**config.mk**
```make
export PLATFORM = sky130hd
export DESIGN_NAME = bzip2_block_rewrapper_flat
export DESIGN_NICKNAME = d
export VERILOG_FILES = /design/src/rtl/bzrw_pkg.sv /design/src/rtl/bzrw_if.sv /design/src/rtl/bzrw_block_rewrapper.sv /design/src/rtl/bzrw_scan.sv /design/src/rtl/bzrw_emit.sv /design/src/flat_wrapper.sv
export SDC_FILE = /design/constraint.sdc
export NUM_CORES = 2
export LEC_CHECK = 0
export CAP_MARGIN = 20
export CORE_MARGIN = 2
export CORE_UTILIZATION = 55
export DETAILED_ROUTE_END_ITERATION = 8
export DONT_BUFFER_PORTS = 1
export GPL_TIMING_DRIVEN = 1
export PLACE_DENSITY_LB_ADDON = 0.12
export SLEW_MARGIN = 0
export SYNTH_ARGS = -nofsm -noshare
export SYNTH_HDL_FRONTEND = slang
export SYNTH_HIERARCHICAL = 1
export SYNTH_SLANG_ARGS = --single-unit
```
**constraint.sdc**
```tcl
create_clock -name clk -period 43.8 [get_ports clk]
set_clock_uncertainty 0.2 [all_clocks]
set_input_delay 8.76 -clock clk [delete_from_list [all_inputs] [get_ports clk]]
set_output_delay 8.76 -clock clk [all_outputs]
set_load 0.05 [all_outputs]
```
**src/rtl/bzrw_pkg.sv**
```systemverilog
package bzrw_pkg;

	localparam logic [47:0] BLOCK_MAGIC = 48'h314159265359;
	localparam logic [47:0] EOS_MAGIC   = 48'h177245385090;
	localparam logic [4:0]  HDR_BYTES   = 5'd10;
	localparam logic [3:0]  LEVEL_RESET = 4'd9;

	typedef struct packed {
		logic [7:0] data_byte;
		logic       start_of_scan;
		logic       end_of_file;
	} in_word_t;

	// Everything one input word produces, ready for the byte emitter.
	// Post-header stream: resv top r bits, then end magic + crc (if tail), zero pad.
	typedef struct packed {
		logic        hdr;
		logic        tail;
		logic        eos;
		logic [5:0]  r;
		logic [63:0] resv;
		logic [31:0] crc;
		logic [4:0]  ntot;
	} res_desc_t;

endpackage

```
**src/rtl/bzrw_if.sv**
```systemverilog
interface bzrw_scan_if;
	logic       valid;
	logic       ready;
	logic [7:0] data_byte;
	logic       start_of_scan;
	logic       end_of_file;

	modport source (output valid, output data_byte, output start_of_scan,
		output end_of_file, input ready);
	modport sink (input valid, input data_byte, input start_of_scan,
		input end_of_file, output ready);
endinterface

interface bzrw_out_if;
	logic       valid;
	logic       ready;
	logic [7:0] out_byte;
	logic       last;
	logic       eos_seen;

	modport source (output valid, output out_byte, output last, output eos_seen,
		input ready);
	modport sink (input valid, input out_byte, input last, input eos_seen,
		output ready);
endinterface

```
**src/rtl/bzrw_block_rewrapper.sv**
```systemverilog
// bzip2 block rewrapper.
// scan: bzip2 file bytes, MSB first. start_of_scan clears the scanner and
//   puts the 10-byte header ("BZh", level digit, block magic) ahead of the
//   bytes of this word; end_of_file flushes and closes an open block, and also ends the stream while still searching.
// rewrap: bytes of the rebuilt single-block stream; last marks the final
//   byte, eos_seen tells whether an end-of-stream magic was seen.
// cfg_we/cfg_wdata: block size level digit, write only while idle.
// Order: a word is registered in the input register at accept; its bytes are
//   built and loaded into the result register once that is free, and rewrap reads them from there.
// Throughput: one word per cycle while rewrap is ready and each word gives at most one byte.
//   A word that gives more bytes holds the input until its last byte is taken,
//   since the result register drains one byte per cycle (header and tail bursts).
// Stall: when rewrap is not ready the result register holds, the input
//   register fills and holds, and scan.ready drops; nothing is lost.
// Reset: scanner cleared, searching for a magic, level set to 9.
module bzip2_block_rewrapper (
	input  logic        clk,
	input  logic        arst_n,
	input  logic        cfg_we,
	input  logic [3:0]  cfg_wdata,
	bzrw_scan_if.sink   scan,
	bzrw_out_if.source  rewrap
);

	logic [3:0]          lvl_q;
	logic                vld_s1;
	bzrw_pkg::in_word_t  word_s1;
	bzrw_pkg::res_desc_t desc;
	logic                free;
	logic                go;

	assign go         = vld_s1 && free;
	assign scan.ready = !vld_s1 || go;

	always_ff @(posedge clk or negedge arst_n) begin
		if (!arst_n) begin
			lvl_q <= bzrw_pkg::LEVEL_RESET;
		end else if (cfg_we) begin
			lvl_q <= cfg_wdata;
		end
	end

	always_ff @(posedge clk or negedge arst_n) begin
		if (!arst_n) begin
			vld_s1 <= 1'b0;
		end else if (scan.valid && scan.ready) begin
			vld_s1 <= 1'b1;
		end else if (go) begin
			vld_s1 <= 1'b0;
		end
	end

	always_ff @(posedge clk) begin
		if (scan.valid && scan.ready) begin
			word_s1.data_byte     <= scan.data_byte;
			word_s1.start_of_scan <= scan.start_of_scan;
			word_s1.end_of_file   <= scan.end_of_file;
		end
	end

	bzrw_scan u_scan (
		.clk    (clk),
		.arst_n (arst_n),
		.go     (go),
		.word   (word_s1),
		.desc   (desc)
	);

	bzrw_emit u_emit (
		.clk    (clk),
		.arst_n (arst_n),
		.go     (go),
		.desc   (desc),
		.level  (lvl_q),
		.free   (free),
		.rewrap (rewrap)
	);

endmodule

```
**src/rtl/bzrw_scan.sv**
```systemverilog
module bzrw_scan (
	input  logic                 clk,
	input  logic                 arst_n,
	input  logic                 go,
	input  bzrw_pkg::in_word_t   word,
	output bzrw_pkg::res_desc_t  desc
);

	typedef enum logic [1:0] {PH_SEARCH, PH_OPEN, PH_DONE} phase_t;

	logic [47:0] win_q;
	phase_t      phase_q;
	logic [5:0]  cnt_q;
	logic [31:0] crc_q;
	logic [7:0]  pack_q;   // left aligned, pcnt_q bits valid
	logic [2:0]  pcnt_q;
	logic        eos_q;

	logic [47:0] win_n;
	phase_t      phase_n;
	logic [5:0]  cnt_n;
	logic [31:0] crc_n;
	logic [7:0]  pack_n;
	logic [2:0]  pcnt_n;
	logic        eos_n;

	always_comb begin
		logic [47:0] e_win;
		phase_t      e_ph;
		logic [5:0]  e_cnt;
		logic [31:0] e_crc;
		logic [7:0]  e_pack;
		logic [2:0]  e_pcnt;
		logic        e_eos;
		logic [55:0] comb;
		logic        active;
		phase_t      ph;
		logic [5:0]  ct;
		logic [31:0] crc;
		logic        eos;
		logic        closed;
		logic [3:0]  nl;
		logic [2:0]  t0;
		logic [47:0] wnd;
		logic        flush;
		logic        tail;
		logic [6:0]  d;
		logic [5:0]  sh;
		logic [55:0] slice;
		logic [63:0] resv;
		logic [5:0]  r;
		logic [4:0]  nb;
		logic [63:0] tmp;

		e_win  = word.start_of_scan ? 48'd0 : win_q;
		e_ph   = word.start_of_scan ? PH_SEARCH : phase_q;
		e_cnt  = word.start_of_scan ? 6'd0 : cnt_q;
		e_crc  = word.start_of_scan ? 32'd0 : crc_q;
		e_pack = word.start_of_scan ? 8'd0 : pack_q;
		e_pcnt = word.start_of_scan ? 3'd0 : pcnt_q;
		e_eos  = word.start_of_scan ? 1'b0 : eos_q;

		comb   = {e_win, word.data_byte};
		active = (e_ph == PH_SEARCH) || (e_ph == PH_OPEN);
		ph     = e_ph;
		ct     = e_cnt;
		crc    = e_crc;
		eos    = e_eos;
		closed = 1'b0;
		nl     = 4'd0;
		t0     = 3'd0;
		wnd    = 48'd0;

		// window after bit t is comb[54-t -: 48]; the compares are independent
		for (int t = 0; t < 8; t++) begin
			if (active && !closed) begin
				if (ph == PH_OPEN && ct >= 6'd48) begin
					if (nl == 4'd0)
						t0 = 3'(t);
					nl = nl + 4'd1;
				end
				if (ph == PH_OPEN && ct < 6'd48)
					ct = ct + 6'd1;
				wnd = comb[54-t -: 48];
				if (wnd == bzrw_pkg::BLOCK_MAGIC || wnd == bzrw_pkg::EOS_MAGIC) begin
					if (wnd == bzrw_pkg::EOS_MAGIC)
						eos = 1'b1;
					if (ph == PH_SEARCH) begin
						ph = PH_OPEN;
						ct = 6'd0;
					end else begin
						closed = 1'b1;
					end
				end
				if (!closed && ph == PH_OPEN && ct == 6'd32)
					crc = comb[38-t -: 32];
			end
		end

		flush = active && !closed && word.end_of_file && (ph == PH_OPEN);
		tail  = active && (closed || word.end_of_file);

		// emitted data bits are one run of comb, starting at t0 or at the flush
		d  = {3'b000, nl} + (flush ? {1'b0, ct} : 7'd0);
		sh = (nl != 4'd0) ? {3'b000, t0} : 6'(7'd56 - {1'b0, ct});
		slice = (comb << sh) & ~({56{1'b1}} >> d);
		resv  = {e_pack, 56'd0} | ({slice, 8'd0} >> e_pcnt);
		r     = {3'b000, e_pcnt} + 6'(d);
		nb    = tail ? 5'(({2'b00, r} + 8'd87) >> 3) : {2'b00, r[5:3]};
		tmp   = resv << {r[5:3], 3'b000};

		desc.hdr  = word.start_of_scan;
		desc.tail = tail;
		desc.eos  = eos;
		desc.r    = r;
		desc.resv = resv;
		desc.crc  = crc;
		desc.ntot = (word.start_of_scan ? bzrw_pkg::HDR_BYTES : 5'd0) + nb;

		if (active) begin
			win_n   = comb[47:0];
			phase_n = tail ? PH_DONE : ph;
			cnt_n   = ct;
			crc_n   = crc;
			eos_n   = eos;
			pack_n  = tail ? 8'd0 : tmp[63:56];
			pcnt_n  = tail ? 3'd0 : r[2:0];
		end else begin
			win_n   = e_win;
			phase_n = e_ph;
			cnt_n   = e_cnt;
			crc_n   = e_crc;
			eos_n   = e_eos;
			pack_n  = e_pack;
			pcnt_n  = e_pcnt;
		end
	end

	always_ff @(posedge clk or negedge arst_n) begin
		if (!arst_n) begin
			win_q   <= '0;
			phase_q <= PH_SEARCH;
			cnt_q   <= '0;
			crc_q   <= '0;
			pack_q  <= '0;
			pcnt_q  <= '0;
			eos_q   <= 1'b0;
		end else if (go) begin
			win_q   <= win_n;
			phase_q <= phase_n;
			cnt_q   <= cnt_n;
			crc_q   <= crc_n;
			pack_q  <= pack_n;
			pcnt_q  <= pcnt_n;
			eos_q   <= eos_n;
		end
	end

endmodule

```
**src/rtl/bzrw_emit.sv**
```systemverilog
module bzrw_emit (
	input  logic                clk,
	input  logic                arst_n,
	input  logic                go,
	input  bzrw_pkg::res_desc_t desc,
	input  logic [3:0]          level,
	output logic                free,
	bzrw_out_if.source          rewrap
);

	bzrw_pkg::res_desc_t res_q;
	logic                vld_q;
	logic [4:0]          k_q;

	logic       at_last;
	logic       take;
	logic [7:0] byte_n;

	function automatic logic [7:0] hdr_byte(input logic [3:0] idx, input logic [3:0] lvl);
		logic [7:0] v;
		unique case (idx)
			4'd0:    v = 8'h42;
			4'd1:    v = 8'h5A;
			4'd2:    v = 8'h68;
			4'd3:    v = 8'h30 + {4'h0, lvl};
			4'd4:    v = 8'h31;
			4'd5:    v = 8'h41;
			4'd6:    v = 8'h59;
			4'd7:    v = 8'h26;
			4'd8:    v = 8'h53;
			4'd9:    v = 8'h59;
			default: v = 8'h00;
		endcase
		return v;
	endfunction

	always_comb begin
		logic [4:0]  kp;
		logic [7:0]  j;
		logic [7:0]  q;
		logic [79:0] tl;

		tl = {bzrw_pkg::EOS_MAGIC, res_q.crc};
		kp = k_q - (res_q.hdr ? bzrw_pkg::HDR_BYTES : 5'd0);
		j  = 8'd0;
		q  = 8'd0;
		byte_n = 8'd0;
		if (res_q.hdr && k_q < bzrw_pkg::HDR_BYTES) begin
			byte_n = hdr_byte(k_q[3:0], level);
		end else begin
			for (int b = 0; b < 8; b++) begin
				j = {kp, 3'b000} + 8'(b);
				q = j - {2'b00, res_q.r};
				if (j < {2'b00, res_q.r})
					byte_n[7-b] = res_q.resv[~j[5:0]];
				else if (res_q.tail && q < 8'd80)
					byte_n[7-b] = tl[7'(8'd79 - q)];
				else
					byte_n[7-b] = 1'b0;
			end
		end
	end

	assign at_last = (k_q == res_q.ntot - 5'd1);
	assign take    = rewrap.valid && rewrap.ready;
	assign free    = !vld_q || (take && at_last);

	assign rewrap.valid    = vld_q;
	assign rewrap.out_byte = byte_n;
	assign rewrap.last     = res_q.tail && at_last;
	assign rewrap.eos_seen = res_q.eos;

	// a load only happens when the current word is gone or leaves now
	always_ff @(posedge clk or negedge arst_n) begin
		if (!arst_n) begin
			vld_q <= 1'b0;
			k_q   <= '0;
		end else if (go && desc.ntot != 5'd0) begin
			vld_q <= 1'b1;
			k_q   <= '0;
		end else if (take) begin
			if (at_last)
				vld_q <= 1'b0;
			else
				k_q <= k_q + 5'd1;
		end
	end

	always_ff @(posedge clk) begin
		if (go && desc.ntot != 5'd0)
			res_q <= desc;
	end

endmodule

```
**src/flat_wrapper.sv**
```systemverilog
// flat-port wrapper written by rule: the top's interface ports become plain ports
module bzip2_block_rewrapper_flat 
  (clk, arst_n, cfg_we, cfg_wdata, scan_valid, scan_data_byte, scan_start_of_scan, scan_end_of_file, scan_ready, rewrap_valid, rewrap_out_byte, rewrap_last, rewrap_eos_seen, rewrap_ready);
  bzrw_scan_if scan_i ();
  bzrw_out_if rewrap_i ();
  input  logic clk;
  input  logic arst_n;
  input  logic cfg_we;
  input  logic [3:0] cfg_wdata;
  input wire logic [$bits(scan_i.valid)-1:0] scan_valid;
  input wire logic [$bits(scan_i.data_byte)-1:0] scan_data_byte;
  input wire logic [$bits(scan_i.start_of_scan)-1:0] scan_start_of_scan;
  input wire logic [$bits(scan_i.end_of_file)-1:0] scan_end_of_file;
  output wire logic [$bits(scan_i.ready)-1:0] scan_ready;
  output wire logic [$bits(rewrap_i.valid)-1:0] rewrap_valid;
  output wire logic [$bits(rewrap_i.out_byte)-1:0] rewrap_out_byte;
  output wire logic [$bits(rewrap_i.last)-1:0] rewrap_last;
  output wire logic [$bits(rewrap_i.eos_seen)-1:0] rewrap_eos_seen;
  input wire logic [$bits(rewrap_i.ready)-1:0] rewrap_ready;
  assign scan_i.valid = scan_valid;
  assign scan_i.data_byte = scan_data_byte;
  assign scan_i.start_of_scan = scan_start_of_scan;
  assign scan_i.end_of_file = scan_end_of_file;
  assign scan_ready = scan_i.ready;
  assign rewrap_valid = rewrap_i.valid;
  assign rewrap_out_byte = rewrap_i.out_byte;
  assign rewrap_last = rewrap_i.last;
  assign rewrap_eos_seen = rewrap_i.eos_seen;
  assign rewrap_i.ready = rewrap_ready;
  bzip2_block_rewrapper u_core (.clk(clk), .arst_n(arst_n), .cfg_we(cfg_we), .cfg_wdata(cfg_wdata), .scan(scan_i), .rewrap(rewrap_i));
endmodule
```
==> metrics <==
number of diodes=0; Die Width=251 microns; max-cap violations=0; main flop type after synthesis=edfxtp_1; Critical Path Start Type=input port; DPL Wire Length=108000 microns; hold buffer count at cts=0; first-pass GRT wire length=227000 microns; Post-Syn Instances=4443; synthesized area=about 0.034 sq mm; CTS tree=yes; clk_lat worst skew=0.59 ns; Yosys top cell by area=edfxtp_1; Post-Place Cells=about 4900; Core Area=between 0.06 and 0.07 sq mm; RSZ-0062 raised after global routing=false; drt wl/cell=30.4 microns; Die H=251 microns; # rows=90; Initial Util=55.6%; Vias=39100; Layout area overhead=3.38%; HP Class=reg2reg; number of flops mapped to enable cells by yosys=between 100 and 150; NumNets Final=4285; final cell count without fillers=4997; postcts setup bufs=0; GRT overflow=0; sequential share of the synthesized area=19.0%; average size of a mapped cell=7.54 sq um; Clock Sinks=231; final count of hold timing violations=0; Finish-stage setup viols=0; GPL Wtd Cong=around 1.1; port bufs=0; ANT nets after route=0; top cells by area, synth=edfxtp_1, dfrtp_1, nand2_1, mux4_2, nor2_1; outcome=completed; type of the worst setup path=in2out; FMAX=~55 MHz; Synth top area share=10.8%; cells resized by post-CTS repair=0; TritonCTS Buffers=27; Reg clk slew, reported paths=roughly 0.06 ns; vias in the first global route=between 30000 and 40000; Routed WL=approximately 150000 microns; flops & latches, synth=between 200 and 250; Final Util=between 50% and 60%; syn nets=4534; Async SR Flop Fraction=approximately half; Die Area=between 0.06 and 0.07 sq mm; share of layout cells above drive strength 1=11.1%; drt pass-1 iters=7; I/O Pins=31; CTS max path bufs=3; Worst Path Required=34.84 ns; clock root buffer master=clkbuf_16; H-tree levels=1; fin crit share=41.4%; Worst slew margin=about a fifth; vias per inst=7.83; final slew viol count=0; 1st-iter DRT viols=6930; largest net degree at the start of global routing=128; Slew @ Worst Pin=1.19 ns; crit path capture type=output pin; Ys Warns=6; minimum clock period=18.15 ns; initial antenna violation count=4; setup_tns=0 ns; drt drc=0; GRT Util Overall=46.7%; Netlist cell types=about 150; Worst Path Arrival=9.19 ns; largest fanout on the critical path=3
-- cells by family after synthesis --
kind of cell             after synthesis  share of synthesized area [%]
AND/OR/NAND/NOR                     1802                           27.4
AO/OA/AOI/OAI                       1483                           31.5
buffers and inverters                536                           6.83
flip-flops                           231                           19.0
multiplexers                         222                           9.76
XOR/XNOR                              96                           2.71
adder cells (fa/ha/maj)               72                           2.78
other                                  1                         0.0112
-- layout make-up --
class / count / area [sq um]
clock buffer: 38 / 778
clock inverter: 12 / 110
fill: 5694 / 25600
inverter: 137 / 514
multi-input combinational: 3676 / 25000
sequential: 231 / 6380
tap: 782 / 978
timing repair buffer: 121 / 926
-- synthesized netlist by cell type, drive strengths merged, types with 105 or more instances --
cell    number
dfrtp      109
nand2      506
nor3       170
nand3      150
inv        131
o22ai      110
a21oi      244
clkbuf     258
buf        141
o21ai      243
nor2       415
edfxtp     120
o211ai     170
nand4      105
-- flip-flops by register name, indices dropped and copies added (netlist names) --
register,flops
u_core/u_emit/res_q,109
u_core/u_scan/win_q,48
u_core/u_emit/rewrap.eos_seen,1
u_core/u_scan/crc_q,32
u_core/u_scan/eos_q,1
u_core/u_scan/cnt_q,6
u_core/u_scan/pack_q,8
u_core/word_s1,10
u_core/vld_s1,1
u_core/u_emit/rewrap.valid,1
u_core/lvl_q,4
u_core/u_scan/phase_q,2
u_core/u_emit/k_q,5
u_core/u_scan/pcnt_q,3
-- layout by cell type, fill, tap and decap left out, drive strengths merged, types with 89 or more instances in the layout --
cell type,n
nand3,150
inv,134
nand2,506
o22ai,110
nor4,102
nor3,170
mux2i,89
o21ai,243
buf,119
a22oi,104
edfxtp,120
o211ai,170
nand4,105
a21oi,244
nor2,415
dfrtp,109
-- worst max-delay path: stages --
cell	delay [ns]
nand2_1	0.03
nand2_1	0.14
nand2b_4	0.25
-- worst paths after layout --
path,from,endpoint,slack (ns),depth (start not counted)
max in group asynchronous,arst_n,u_core/lvl_q[0],35.42,0
setup / recovery,rewrap_ready,scan_ready,25.65,3
hold / removal,u_core/u_scan/crc_q[18],u_core/u_scan/crc_q[18],0.28,2
min in group asynchronous,arst_n,u_core/u_scan/win_q[14],7.67,0
hold reg to reg,u_core/u_scan/crc_q[18],u_core/u_scan/crc_q[18],0.28,2
setup reg to reg,u_core/u_scan/win_q[17],u_core/u_scan/pack_q[5],27.51,47
-- through the flow --
step	hold slack [ns]	area, sq um	setup WS [ns]
2_1_floorplan	0.249	33500	25.72
3_3_place_gp	0.264	33700	25.68
3_5_place_dp	0.271	33700	25.65
4_1_cts	0.283	34600	25.65
5_1_grt	0.321	34600	25.63
6_report	0.279	34600	25.65
-- routing by layer --
metal  wire [microns]  part of all wire (%)  GRT usage [%]  up-vias
li1                 -                     -              -    16800
met1            59100                    39           65.1    18500
met2            60700                    40           66.0     3239
met3            22900                    15           14.3      629
met4             8950                   5.9           20.8        4
met5               27                 0.018              0        -
Power is left out: the tool's default activity adds up to more than one toggle a clock period on the data nets, which glitch-free logic cannot reach.
